[src/hw/rtl/lbpe_pkg.sv]
// types, constants and helper functions shared by the led blink pattern engine
package lbpe_pkg;

   localparam int NUM_LEDS_DEF = 8;
   localparam int MAX_STEPS    = 8;
   localparam int MAX_ROWS     = 4;
   localparam int NUM_ROW_REGS = 4;

   localparam logic [63:0] ROW0_RESET = 64'h0A05_0A05_0A05_0A05;
   localparam logic [63:0] ROW1_RESET = 64'h0202_0202_0202_0202;
   localparam logic [63:0] ROW2_RESET = 64'h0A0A_0A0A_0A0A_0A0A;
   localparam logic [63:0] ROW3_RESET = 64'h000A_0A0A_0A0A_0A0A;
   localparam logic [2:0]  ROWS_IN_USE_RESET  = 3'd3;
   localparam logic [3:0]  STEPS_IN_USE_RESET = 4'd8;

   // request kinds
   localparam logic [1:0] REQ_TICK   = 2'd0;
   localparam logic [1:0] REQ_CMD    = 2'd1;
   localparam logic [1:0] REQ_SELECT = 2'd2;

   // register indexes
   localparam logic [2:0] CSR_ROW_ZERO     = 3'd0;
   localparam logic [2:0] CSR_ROW_ONE      = 3'd1;
   localparam logic [2:0] CSR_ROW_TWO      = 3'd2;
   localparam logic [2:0] CSR_ROW_THREE    = 3'd3;
   localparam logic [2:0] CSR_ROWS_IN_USE  = 3'd4;
   localparam logic [2:0] CSR_STEPS_IN_USE = 3'd5;

   // mode commands
   localparam logic [2:0] CMD_STANDBY = 3'd0;
   localparam logic [2:0] CMD_ON      = 3'd1;
   localparam logic [2:0] CMD_OFF     = 3'd2;
   localparam logic [2:0] CMD_FLASH   = 3'd3;
   localparam logic [2:0] CMD_DISABLE = 3'd4;
   localparam logic [2:0] CMD_ENABLE  = 3'd5;

   // mode machine inputs
   localparam logic [2:0] IN_STANDBY  = 3'd0;
   localparam logic [2:0] IN_ON       = 3'd1;
   localparam logic [2:0] IN_OFF      = 3'd2;
   localparam logic [2:0] IN_FLASH    = 3'd3;
   localparam logic [2:0] IN_FLASHOFF = 3'd4;
   localparam logic [2:0] IN_DISABLE  = 3'd5;
   localparam logic [2:0] IN_ENABLE   = 3'd6;

   // modes
   localparam logic [2:0] MODE_STANDBY   = 3'd0;
   localparam logic [2:0] MODE_ALWAYSON  = 3'd1;
   localparam logic [2:0] MODE_ALWAYSOFF = 3'd2;
   localparam logic [2:0] MODE_FLASHON   = 3'd3;
   localparam logic [2:0] MODE_FLASHOFF  = 3'd4;
   localparam logic [2:0] MODE_FLASHSTBY = 3'd5;
   localparam logic [2:0] MODE_DISABLED  = 3'd6;

   localparam logic [2:0] NEXT_MODE [7][7] = '{
      '{3'd0, 3'd1, 3'd2, 3'd3, 3'd0, 3'd6, 3'd0},
      '{3'd0, 3'd1, 3'd2, 3'd1, 3'd1, 3'd6, 3'd1},
      '{3'd0, 3'd1, 3'd2, 3'd2, 3'd2, 3'd6, 3'd2},
      '{3'd5, 3'd1, 3'd2, 3'd3, 3'd4, 3'd6, 3'd3},
      '{3'd0, 3'd1, 3'd2, 3'd3, 3'd4, 3'd6, 3'd4},
      '{3'd5, 3'd1, 3'd2, 3'd5, 3'd0, 3'd6, 3'd5},
      '{3'd6, 3'd6, 3'd6, 3'd6, 3'd6, 3'd6, 3'd0}
   };

   typedef logic [NUM_ROW_REGS-1:0][63:0] rows_type;

   typedef struct packed {
      logic [2:0] mode;
      logic [7:0] tick;
      logic [2:0] step;
      logic [1:0] row;
      logic [7:0] len;
   } led_rec_type;

   typedef struct packed {
      logic [1:0] kind;
      logic [2:0] mode_input;
      logic [1:0] choice;
   } led_op_type;

   localparam led_rec_type LED_REC_RESET = '{
      mode: MODE_STANDBY, tick: 8'd0, step: 3'd0, row: 2'd0, len: ROW0_RESET[7:0]
   };

   function automatic logic [2:0] next_mode(input logic [2:0] m, input logic [2:0] in_code);
      logic [2:0] res;
      res = m;
      if (m != 3'd7 && in_code != 3'd7) begin
         res = NEXT_MODE[m][in_code];
      end
      return res;
   endfunction

   function automatic logic [2:0] cmd_to_input(input logic [2:0] cmd);
      logic [2:0] res;
      unique case (cmd)
         CMD_STANDBY: res = IN_STANDBY;
         CMD_ON:      res = IN_ON;
         CMD_OFF:     res = IN_OFF;
         CMD_FLASH:   res = IN_FLASH;
         CMD_DISABLE: res = IN_DISABLE;
         CMD_ENABLE:  res = IN_ENABLE;
         default:     res = IN_STANDBY;
      endcase
      return res;
   endfunction

   function automatic logic cmd_known(input logic [2:0] cmd);
      return cmd == CMD_STANDBY || cmd == CMD_ON || cmd == CMD_OFF ||
             cmd == CMD_FLASH || cmd == CMD_DISABLE || cmd == CMD_ENABLE;
   endfunction

   function automatic logic lamp_on(input logic [2:0] m);
      return m == MODE_ALWAYSON || m == MODE_FLASHON || m == MODE_FLASHSTBY;
   endfunction

   function automatic logic is_flashing(input logic [2:0] m);
      return m == MODE_FLASHON || m == MODE_FLASHOFF || m == MODE_FLASHSTBY;
   endfunction

   function automatic logic [7:0] row_byte(input rows_type rows, input logic [1:0] row,
                                           input logic [2:0] step);
      return rows[row][{step, 3'b000} +: 8];
   endfunction

endpackage

[src/hw/rtl/lbpe_step_unit.sv]
// next value of one led record for a tick, a mode command or a pattern select
module lbpe_step_unit
   import lbpe_pkg::*;
(
   input  led_op_type  op,
   input  led_rec_type rec_cur,
   input  rows_type    rows,
   input  logic [3:0]  steps_in_use,
   output led_rec_type rec_new
);

   logic [3:0] limit;
   logic [3:0] step_inc;
   logic [2:0] step_nx;
   logic [7:0] tick_inc;
   logic [7:0] len_nx;
   logic [2:0] mode_a;
   logic [2:0] mode_tick;

   assign limit    = (steps_in_use < 4'(MAX_STEPS)) ? steps_in_use : 4'(MAX_STEPS);
   assign step_inc = {1'b0, rec_cur.step} + 4'd1;
   assign step_nx  = (step_inc >= limit) ? 3'd0 : step_inc[2:0];
   assign tick_inc = rec_cur.tick + 8'd1;
   assign len_nx   = row_byte(rows, rec_cur.row, step_nx);
   assign mode_a   = (len_nx == 8'd0) ? next_mode(rec_cur.mode, IN_STANDBY) : rec_cur.mode;
   assign mode_tick = (mode_a == MODE_FLASHOFF) ? next_mode(mode_a, IN_FLASH)
                                                : next_mode(mode_a, IN_FLASHOFF);

   always_comb begin
      rec_new = rec_cur;
      unique case (op.kind)
         REQ_TICK: begin
            if (is_flashing(rec_cur.mode)) begin
               if (tick_inc < rec_cur.len) begin
                  rec_new.tick = tick_inc;
               end else begin
                  rec_new.tick = 8'd0;
                  rec_new.step = step_nx;
                  rec_new.len  = len_nx;
                  rec_new.mode = mode_tick;
               end
            end
         end
         REQ_CMD: begin
            rec_new.mode = next_mode(rec_cur.mode, op.mode_input);
         end
         REQ_SELECT: begin
            rec_new.tick = 8'd0;
            rec_new.row  = op.choice;
            rec_new.step = 3'd0;
            rec_new.len  = row_byte(rows, op.choice, 3'd0);
         end
         default: begin
            rec_new = rec_cur;
         end
      endcase
   end

endmodule

[src/hw/rtl/led_blink_pattern_engine_top.sv]
// Blink pattern engine for NUM_LEDS leds. Each led's record (mode, tick count, step, row,
// step length) sits in a one-port-read, one-port-write synchronous RAM with a registered
// read, with a valid bit per entry so that reset takes effect at once. A tick request
// sweeps the RAM one led per cycle, reading the next record while writing back the current
// one. A mode command or pattern select reads, updates and writes one record; a refused or
// unknown request goes straight to the finish state. The result register lets a new request
// in while the previous response is still stalled. The user is to write registers through
// the csr port only while idle; the block itself does not enforce it.
module led_blink_pattern_engine_top
   import lbpe_pkg::*;
#(
   parameter int NUM_LEDS = NUM_LEDS_DEF
) (
   input  logic        clock,
   input  logic        reset,
   input  logic        req_valid,
   output logic        req_stall,
   input  logic [1:0]  req_type,
   input  logic [2:0]  req_led_index,
   input  logic [2:0]  req_mode_command,
   input  logic [1:0]  req_pattern_choice,
   output logic        rsp_valid,
   input  logic        rsp_stall,
   output logic [7:0]  rsp_lamp_mask,
   output logic        rsp_pattern_accepted,
   input  logic        csr_valid,
   output logic        csr_ready,
   input  logic [2:0]  csr_index,
   input  logic [63:0] csr_data
);

   localparam int LedW  = (NUM_LEDS > 1) ? $clog2(NUM_LEDS) : 1;
   localparam int LampW = (NUM_LEDS > 8) ? NUM_LEDS : 8;
   localparam logic [LedW-1:0] LastLed = LedW'(NUM_LEDS - 1);

   typedef enum logic [3:0] {
      S_IDLE   = 4'b0001,
      S_SWEEP  = 4'b0010,
      S_UPDATE = 4'b0100,
      S_FINISH = 4'b1000
   } state_type;

   state_type   state_ff, state_in;
   led_op_type  op_ff, op_in;
   logic [LedW-1:0] led_ff, led_in;
   logic [LedW-1:0] cnt_ff, cnt_in;
   logic        acc_ff, acc_in;

   rows_type    rows_ff;
   logic [2:0]  rows_in_use_ff;
   logic [3:0]  steps_in_use_ff;

   led_rec_type led_ram [NUM_LEDS];
   led_rec_type ram_rd_ff;
   logic        rd_vld_ff;
   logic [NUM_LEDS-1:0] valid_ff;
   logic [NUM_LEDS-1:0] lamp_ff;

   logic        rd_en;
   logic [LedW-1:0] rd_addr;
   logic        wr_en;
   logic [LedW-1:0] wr_addr;
   led_rec_type rec_cur;
   led_rec_type rec_new;

   logic        rsp_valid_ff, rsp_valid_in;
   logic [7:0]  mask_ff;
   logic        pacc_ff;
   logic [LampW-1:0] lamp_ext;
   logic        rsp_load;

   logic        req_take;
   logic [5:0]  led_wide;
   logic        led_ok;
   logic        cmd_ok;
   logic        sel_ok;

   assign req_stall = (state_ff != S_IDLE);
   assign req_take  = req_valid && !req_stall;
   assign csr_ready = 1'b1;

   assign led_wide = 6'(req_led_index);
   assign led_ok   = led_wide < 6'(NUM_LEDS);
   assign cmd_ok   = led_ok && cmd_known(req_mode_command);
   assign sel_ok   = led_ok && ({1'b0, req_pattern_choice} < rows_in_use_ff) &&
                     (3'(req_pattern_choice) < 3'(MAX_ROWS));

   // register file
   always_ff @(posedge clock) begin
      if (reset) begin
         rows_ff[0]      <= ROW0_RESET;
         rows_ff[1]      <= ROW1_RESET;
         rows_ff[2]      <= ROW2_RESET;
         rows_ff[3]      <= ROW3_RESET;
         rows_in_use_ff  <= ROWS_IN_USE_RESET;
         steps_in_use_ff <= STEPS_IN_USE_RESET;
      end else if (csr_valid && csr_ready) begin
         unique case (csr_index)
            CSR_ROW_ZERO:     rows_ff[0]      <= csr_data;
            CSR_ROW_ONE:      rows_ff[1]      <= csr_data;
            CSR_ROW_TWO:      rows_ff[2]      <= csr_data;
            CSR_ROW_THREE:    rows_ff[3]      <= csr_data;
            CSR_ROWS_IN_USE:  rows_in_use_ff  <= csr_data[2:0];
            CSR_STEPS_IN_USE: steps_in_use_ff <= csr_data[3:0];
            default: begin
            end
         endcase
      end
   end

   // sequencer
   always_comb begin
      state_in = state_ff;
      op_in    = op_ff;
      led_in   = led_ff;
      cnt_in   = cnt_ff;
      acc_in   = acc_ff;
      rd_en    = 1'b0;
      rd_addr  = cnt_ff;
      wr_en    = 1'b0;
      wr_addr  = cnt_ff;
      rsp_load = 1'b0;
      unique case (state_ff)
         S_IDLE: begin
            if (req_take) begin
               op_in.kind       = req_type;
               op_in.mode_input = cmd_to_input(req_mode_command);
               op_in.choice     = req_pattern_choice;
               led_in           = led_wide[LedW-1:0];
               cnt_in           = '0;
               acc_in           = (req_type == REQ_SELECT) && sel_ok;
               if (req_type == REQ_TICK) begin
                  rd_en    = 1'b1;
                  rd_addr  = '0;
                  state_in = S_SWEEP;
               end else if ((req_type == REQ_CMD && cmd_ok) ||
                            (req_type == REQ_SELECT && sel_ok)) begin
                  rd_en    = 1'b1;
                  rd_addr  = led_wide[LedW-1:0];
                  state_in = S_UPDATE;
               end else begin
                  state_in = S_FINISH;
               end
            end
         end
         S_SWEEP: begin
            wr_en   = 1'b1;
            wr_addr = cnt_ff;
            if (cnt_ff == LastLed) begin
               state_in = S_FINISH;
            end else begin
               rd_en    = 1'b1;
               rd_addr  = cnt_ff + 1'b1;
               cnt_in   = cnt_ff + 1'b1;
            end
         end
         S_UPDATE: begin
            wr_en    = 1'b1;
            wr_addr  = led_ff;
            state_in = S_FINISH;
         end
         S_FINISH: begin
            if (!rsp_valid_ff || !rsp_stall) begin
               rsp_load = 1'b1;
               state_in = S_IDLE;
            end
         end
         default: begin
            state_in = S_IDLE;
         end
      endcase
   end

   always_ff @(posedge clock) begin
      if (reset) begin
         state_ff <= S_IDLE;
      end else begin
         state_ff <= state_in;
      end
   end

   always_ff @(posedge clock) begin
      op_ff  <= op_in;
      led_ff <= led_in;
      cnt_ff <= cnt_in;
      acc_ff <= acc_in;
   end

   // record ram
   always_ff @(posedge clock) begin
      if (wr_en) begin
         led_ram[wr_addr] <= rec_new;
      end
      if (rd_en) begin
         ram_rd_ff <= led_ram[rd_addr];
      end
   end

   always_ff @(posedge clock) begin
      if (reset) begin
         valid_ff  <= '0;
         lamp_ff   <= '0;
         rd_vld_ff <= 1'b0;
      end else begin
         if (rd_en) begin
            rd_vld_ff <= valid_ff[rd_addr];
         end
         if (wr_en) begin
            valid_ff[wr_addr] <= 1'b1;
            lamp_ff[wr_addr]  <= lamp_on(rec_new.mode);
         end
      end
   end

   assign rec_cur = rd_vld_ff ? ram_rd_ff : LED_REC_RESET;

   lbpe_step_unit u_step (
      .op           (op_ff),
      .rec_cur      (rec_cur),
      .rows         (rows_ff),
      .steps_in_use (steps_in_use_ff),
      .rec_new      (rec_new)
   );

   // response register
   assign lamp_ext = LampW'(lamp_ff);

   always_comb begin
      rsp_valid_in = rsp_valid_ff;
      if (rsp_load) begin
         rsp_valid_in = 1'b1;
      end else if (rsp_valid_ff && !rsp_stall) begin
         rsp_valid_in = 1'b0;
      end
   end

   always_ff @(posedge clock) begin
      if (reset) begin
         rsp_valid_ff <= 1'b0;
      end else begin
         rsp_valid_ff <= rsp_valid_in;
      end
   end

   always_ff @(posedge clock) begin
      if (rsp_load) begin
         mask_ff <= lamp_ext[7:0];
         pacc_ff <= acc_ff;
      end
   end

   assign rsp_valid            = rsp_valid_ff;
   assign rsp_lamp_mask        = mask_ff;
   assign rsp_pattern_accepted = pacc_ff;

endmodule

[config.mk]
export PLATFORM = sky130hd
export DESIGN_NAME = led_blink_pattern_engine_top
export DESIGN_NICKNAME = d
export VERILOG_FILES = /design/src/hw/rtl/lbpe_pkg.sv /design/src/hw/rtl/lbpe_step_unit.sv /design/src/hw/rtl/led_blink_pattern_engine_top.sv
export SDC_FILE = /design/constraint.sdc
export NUM_CORES = 1
export LEC_CHECK = 0
export BUFFER_PORTS_ARGS = -buffer_cell sky130_fd_sc_hd__buf_4
export CORE_AREA = 2 2 201 203
export CTS_CLUSTER_DIAMETER = 120
export DETAILED_ROUTE_END_ITERATION = 7
export DIE_AREA = 0 0 203 205
export PLACE_DENSITY = 0.75
export SYNTH_ARGS = -nofsm -noshare
export SYNTH_HDL_FRONTEND = slang
export SYNTH_SLANG_ARGS = --single-unit
[constraint.sdc]
create_clock -name clock -period 5.9 [get_ports clock]
set_clock_uncertainty 0.1 [all_clocks]
set_input_delay 1.18 -clock clock [delete_from_list [all_inputs] [get_ports clock]]
set_output_delay 1.18 -clock clock [all_outputs]
set_load 0.02 [all_outputs]
# == After elaboration in Yosys (flattened, before gate mapping) ==
# Memories as Yosys holds them, arrays and structs flattened. A register that Yosys moved wholly into a read port is not among the register bits.
# Index checks and enable logic that the tools add are counted.
# op_classes
n_addsub,3
magnitude_cmp,13
n_eq_ne,33
shift,1
muxes,62
bitwise,4
reduce_logical,39
# ops
cell,n
$bmux W64 S2,2
$mux W64,1
$shiftx A64 B7 Y8,1
$mux W3,17
$mux W21,2
$mux W8,4
$eq A3 B3 Y1 const B,9
$mux W12,2
$mux W24,1
$mux W4,6
$pmux W11 S2,1
$eq A3 B2 Y1 const B,6
$pmux W3 S2,3
$pmux W4 S4,1
$pmux W8 S2,1
$reduce_and A2 Y1,8
$pmux W3 S5,1
$mux W14,1
$mux W1,13
$ge A4 B4 Y1 const B,3
$lt A3 B4 Y1 const B,3
$not A3 Y4,3
$logic_or A1 B1 Y1,11
$bmux W3 S3,1
other kinds (33),54
# word_totals
reg_bits,308
ramBits,192
romBits,336
out_inout_bits,12
memories,3
# mem_list
name,depth,width,rd,rd_clocked_by_memory_dff,write_ports,line_no,source
led_ram,8,24,1,1,1,led_blink_pattern_engine_top.sv:53,led_rec_type led_ram [NUM_LEDS];
(name not given),8,21,1,0,0,lbpe_pkg.sv:89,res = NEXT_MODE[m][in_code];
(name not given),8,21,1,0,0,lbpe_pkg.sv:89,

# == Longest topological paths before layout ==
# logic_depth
depth_word,20
mapped_depth,21
ltp_nobuf,16

# == Cells and area by module ==
# From an unflattened synthesis, not the netlist that was laid out.
# unflattened
hier_cells,2147
area_unflattened_um2,23083.4
# by_module_without_submodules
mod,n_inst,cells_each,area_each_um2,seq_area_each_um2
led_blink_pattern_engine_top,1,1766,19493.7,12882.4
lbpe_step_unit,1,381,3589.7,0.0

# == Worst setup path before layout ==
# OpenSTA, ideal clock, no wires.
# synth_timing
kind,flip-flop to flip-flop
startpoint,reg rd_vld_ff
endpoint,"mem led_ram[0][21] (netlist name), data pin"
setup_time_ns,0.286
arrival_ns,4.113
required_ns,5.514
setup_slack_ns,1.401
path_stages_with_launch,21
n_path_buf,5
cell_sequence,dfxtp_1 > buf_6 > buf_2 > clkbuf_1 > clkbuf_1 > clkbuf_1 > nand2_1 > inv_1 > ha_1 > nand3_1 > nor2_1 > xnor2_1 > nor2_1 > ha_1 > o2111ai_1 > o31ai_1 > nand2_1 > nor3_1 > nand3_1 > o21ai_2 > inv_1
# synth_lines
item,line_no,source
"start, declared",led_blink_pattern_engine_top.sv:55,logic rd_vld_ff;
"start signal, assigned",led_blink_pattern_engine_top.sv:206,rd_vld_ff <= valid_ff[rd_addr];
"end, declared",led_blink_pattern_engine_top.sv:53,

==> results by group <==
Status
  – Status: complete, no violations

Hold path
  – Min-Delay Path Class: flop to flop
  – Hold_sp: acc_ff$_DFFE_PP_
  – Hold path depth: 0
  – Worst Hold Path EP: rsp_pattern_accepted$_DFFE_PP_

Floorplan
  – IO Pins: 94
  – Die height: 205 um
  – Core area: 0.0394 sq mm
  – Std cell rows: 73
  – Starting Density: 0.596
  – Die ar.: 0.0416 sq mm
  – Chip Width: 203 um

Global route
  – Total GRT Usage: 0.312
  – Pin count of the biggest net entering global routing: 124
  – First-pass GRT wire length: 101,000 um
  – Initial antenna violation count: 0
  – Vias in the first global route: 18.1k
  – GR Overflow Total: 0

Synthesis
  – Post-synth EDFFs: 239
  – Yosys cell types: 84
  – Share of the synthesized area in the top cell type: 0.306
  – Dominant cell type by area after synthesis: edfxtp_1
  – Synth area leaders: edfxtp_1 (31%), dfxtp_1 (24%), nand2_1 (13%)
  – Post-synthesis net count: 2,629
  – Sequential fraction of the synthesis area: 0.549
  – Yosys reg bits: 524
  – Syn Area/Cell: 9.27 sq um
  – Ys Warns: 0
  – Post-synth top flop: dfxtp_1
  – Cells after Synth: 2,530
  – Cell area after synthesis: 0.0234 sq mm
  – Commonest cells post-synth: nand2_1 (812), dfxtp_1 (285), a21oi_1 (255)
  – Asr flop ratio synth: 0
  – Count leader, synth: nand2_1

Clocking
  – Clk sinks: 524
  – Clk_lat worst skew: 0.62 ns
  – Clock root cell: clkbuf_16
  – CTS tree: built
  – Postcts setup bufs: 0
  – Post-cts sizing count: 0
  – Htree depth: 2
  – Bufs on Longest Clock Path: 3
  – TritonCTS Buffers: 53
  – CTS Hold Bufs: 0
  – Clock-pin transition on the worst setup and hold timing paths: 0.06 ns

Route
  – Vias per std cell: 6.21
  – Final ANT Viol Nets: 0
  – WL/cell: 21.1 um
  – Final WL: 65,300 um
  – Vias: 19.2k
  – DRC viols: 0
  – First drt pass iteration count: 5
  – 1st-iter DRT viols: 2,047

Setup path
  – Crit. End Element: flop
  – Kind of critical path: flop to flop
  – Startpoint types: flop
  – R2R depth: 12
  – R2R setup slack: 0.90 ns
  – WP data arrival: 5.21 ns
  – Reg2reg end: led_ram[5][21]$_DFFE_PP_
  – Worst Path Required: 6.11 ns
  – Maximum fanout along the worst path: 17
  – R2r startpoint: ram_rd_ff[10]$_DFFE_PP_

Power
  – Overall Power: 8.60 mW
  – Power per cell area: 330 mW/mm^2
  – Maximum vdd drop: 0.262 mV
  – P_leak: 9.55 nW

Placement
  – DP Cell Count: 2,997
  – DP HPWL: 39,700 um
  – GP Congestion: 0.912
  – Count of buffers from port buffering: 92

Finish
  – Antenna diodes: 0
  – Share of cells above drive strength 1: 0.114
  – Nets: 2,626
  – Layout Cells excl Fill: 3,091
  – Area Growth Syn to Fin: 11.2%

Run
  – Max-Cap Viols: 0

Timing
  – Worst hold margin: 0.319 ns
  – Fmax: 200 MHz
  – Total negative slack: 0 ns
  – RSZ-0062 raised after global routing: false
  – Least-Margin Pin Slew: 1.14 ns
  – Slew HR: 0.242
  – Final setup vio count: 0
  – Tmin final: 5.00 ns
  – Final Hold Vio Count: 0
  – Tcrit/Tclk final: 0.847
  – Slew Viols, Final: 0
[metal layers]
metal | share of wire | vias to the layer above | routed length, um | track usage
li1 | - | 8875 | - | -
met1 | 0.40 | 9203 | 26400 | 0.416
met2 | 0.47 | 972 | 30800 | 0.513
met3 | 0.089 | 156 | 5830 | 0.0476
met4 | 0.036 | 0 | 2330 | 0.130
met5 | 0 | - | 0 | 0
[how the worst max path moves through the flow]
stage | from | end | slack (ns) | depth (start not counted)
4_1_cts | ram_rd_ff[10]$_DFFE_PP_ | led_ram[5][21]$_DFFE_PP_ | 1.06 | 12
3_3_place_gp | ram_rd_ff[10]$_DFFE_PP_ | led_ram[7][21]$_DFFE_PP_ | 1.23 | 12
5_1_grt | ram_rd_ff[10]$_DFFE_PP_ | led_ram[7][21]$_DFFE_PP_ | 0.52 | 12
6_report | ram_rd_ff[10]$_DFFE_PP_ | led_ram[5][21]$_DFFE_PP_ | 0.90 | 12
3_5_place_dp | ram_rd_ff[10]$_DFFE_PP_ | led_ram[5][21]$_DFFE_PP_ | 1.05 | 12
2_1_floorplan | rd_vld_ff$_SDFFE_PP0P_ | led_ram[0][21]$_DFFE_PP_ | 1.40 | 20
[cells in the final DEF, fill, tap and decap left out, drive strengths merged, types with 7 or more instances in the layout]
cell,n
o41ai,9
dfxtp,285
clkbuf,75
o211ai,12
nand3,135
edfxtp,239
a221oi,13
clkinv,14
a22o,8
a211oi,38
a21oi,256
a22oi,12
nand2b,9
o21ai,42
o32ai,8
ha,17
nor3,13
o22ai,14
o221ai,8
buf,131
a31o,24
nand2,816
nor2b,21
and3,41
and2,7
nor2,75
mux4,8
mux2i,44
inv,35
mux2,21
a31oi,21
a311oi,26
[flip-flops by register name, indices dropped and copies added, names as in the netlist]
signal	count
valid_ff	8
steps_in_use_ff	4
lamp_ext	8
rows_in_use_ff	3
rsp_pattern_accepted	1
led_ram	192
op_ff	7
rsp_valid	1
state_ff	4
acc_ff	1
cnt_ff	3
rd_vld_ff	1
rsp_lamp_mask	8
led_ff	3
ram_rd_ff	24
rows_ff	256
[through the flow]
stage               instance area (sq um)  worst slack (ns)  utilization
CTS                                 26100              1.06        0.663
global route                        26100             0.517        0.663
global placement                    24400              1.23        0.619
detailed placement                  24400              1.05        0.619
finish                              26100             0.903        0.663
floorplan                           23500              1.40            -
[critical path: stages (launching register included)]
cell,delay [ns]
edfxtp_1,0.78
xor2_1,0.27
nand2_2,0.20
inv_1,0.46
ha_1,0.33
o211ai_1,0.27
o21ai_0,0.19
nor2_1,0.65
o21ai_0,0.27
o31ai_1,0.31
nand3_1,0.16
o21ai_2,0.46
inv_1,0.22
[report_power, final]
| group | total (mW) | internal [mW] | switching (mW) |
|---|---|---|---|
| logic | 1.23 | 0.422 | 0.810 |
| clock network | 3.32 | 1.92 | 1.40 |
| registers | 4.05 | 3.94 | 0.110 |
| total | 8.60 | 6.28 | 2.32 |
[cells by family (layout without fill, tap and decap cells)]
family | count (synthesis) | in the layout | synth area share
simple gates | 1140 | 1140 | 0.204
compound gates | 542 | 542 | 0.156
flops | 524 | 524 | 0.549
buf+inv | 224 | 260 | 0.0409
mux | 73 | 73 | 0.0365
fa+ha+maj | 17 | 17 | 0.00907
xor+xnor | 9 | 9 | 0.00336
other cells | 1 | 1 | 0.000160
[cell type report]
class / instances / area (sq um)
clock buffers: 75 / 1520
well taps: 525 / 657
clock inverters: 19 / 196
multi-input cells: 1782 / 9670
repair buffers: 131 / 1020
inverters: 35 / 131
fillers: 3125 / 13300
flip-flops and latches: 524 / 12900
(Power assumes the default switching activity.)
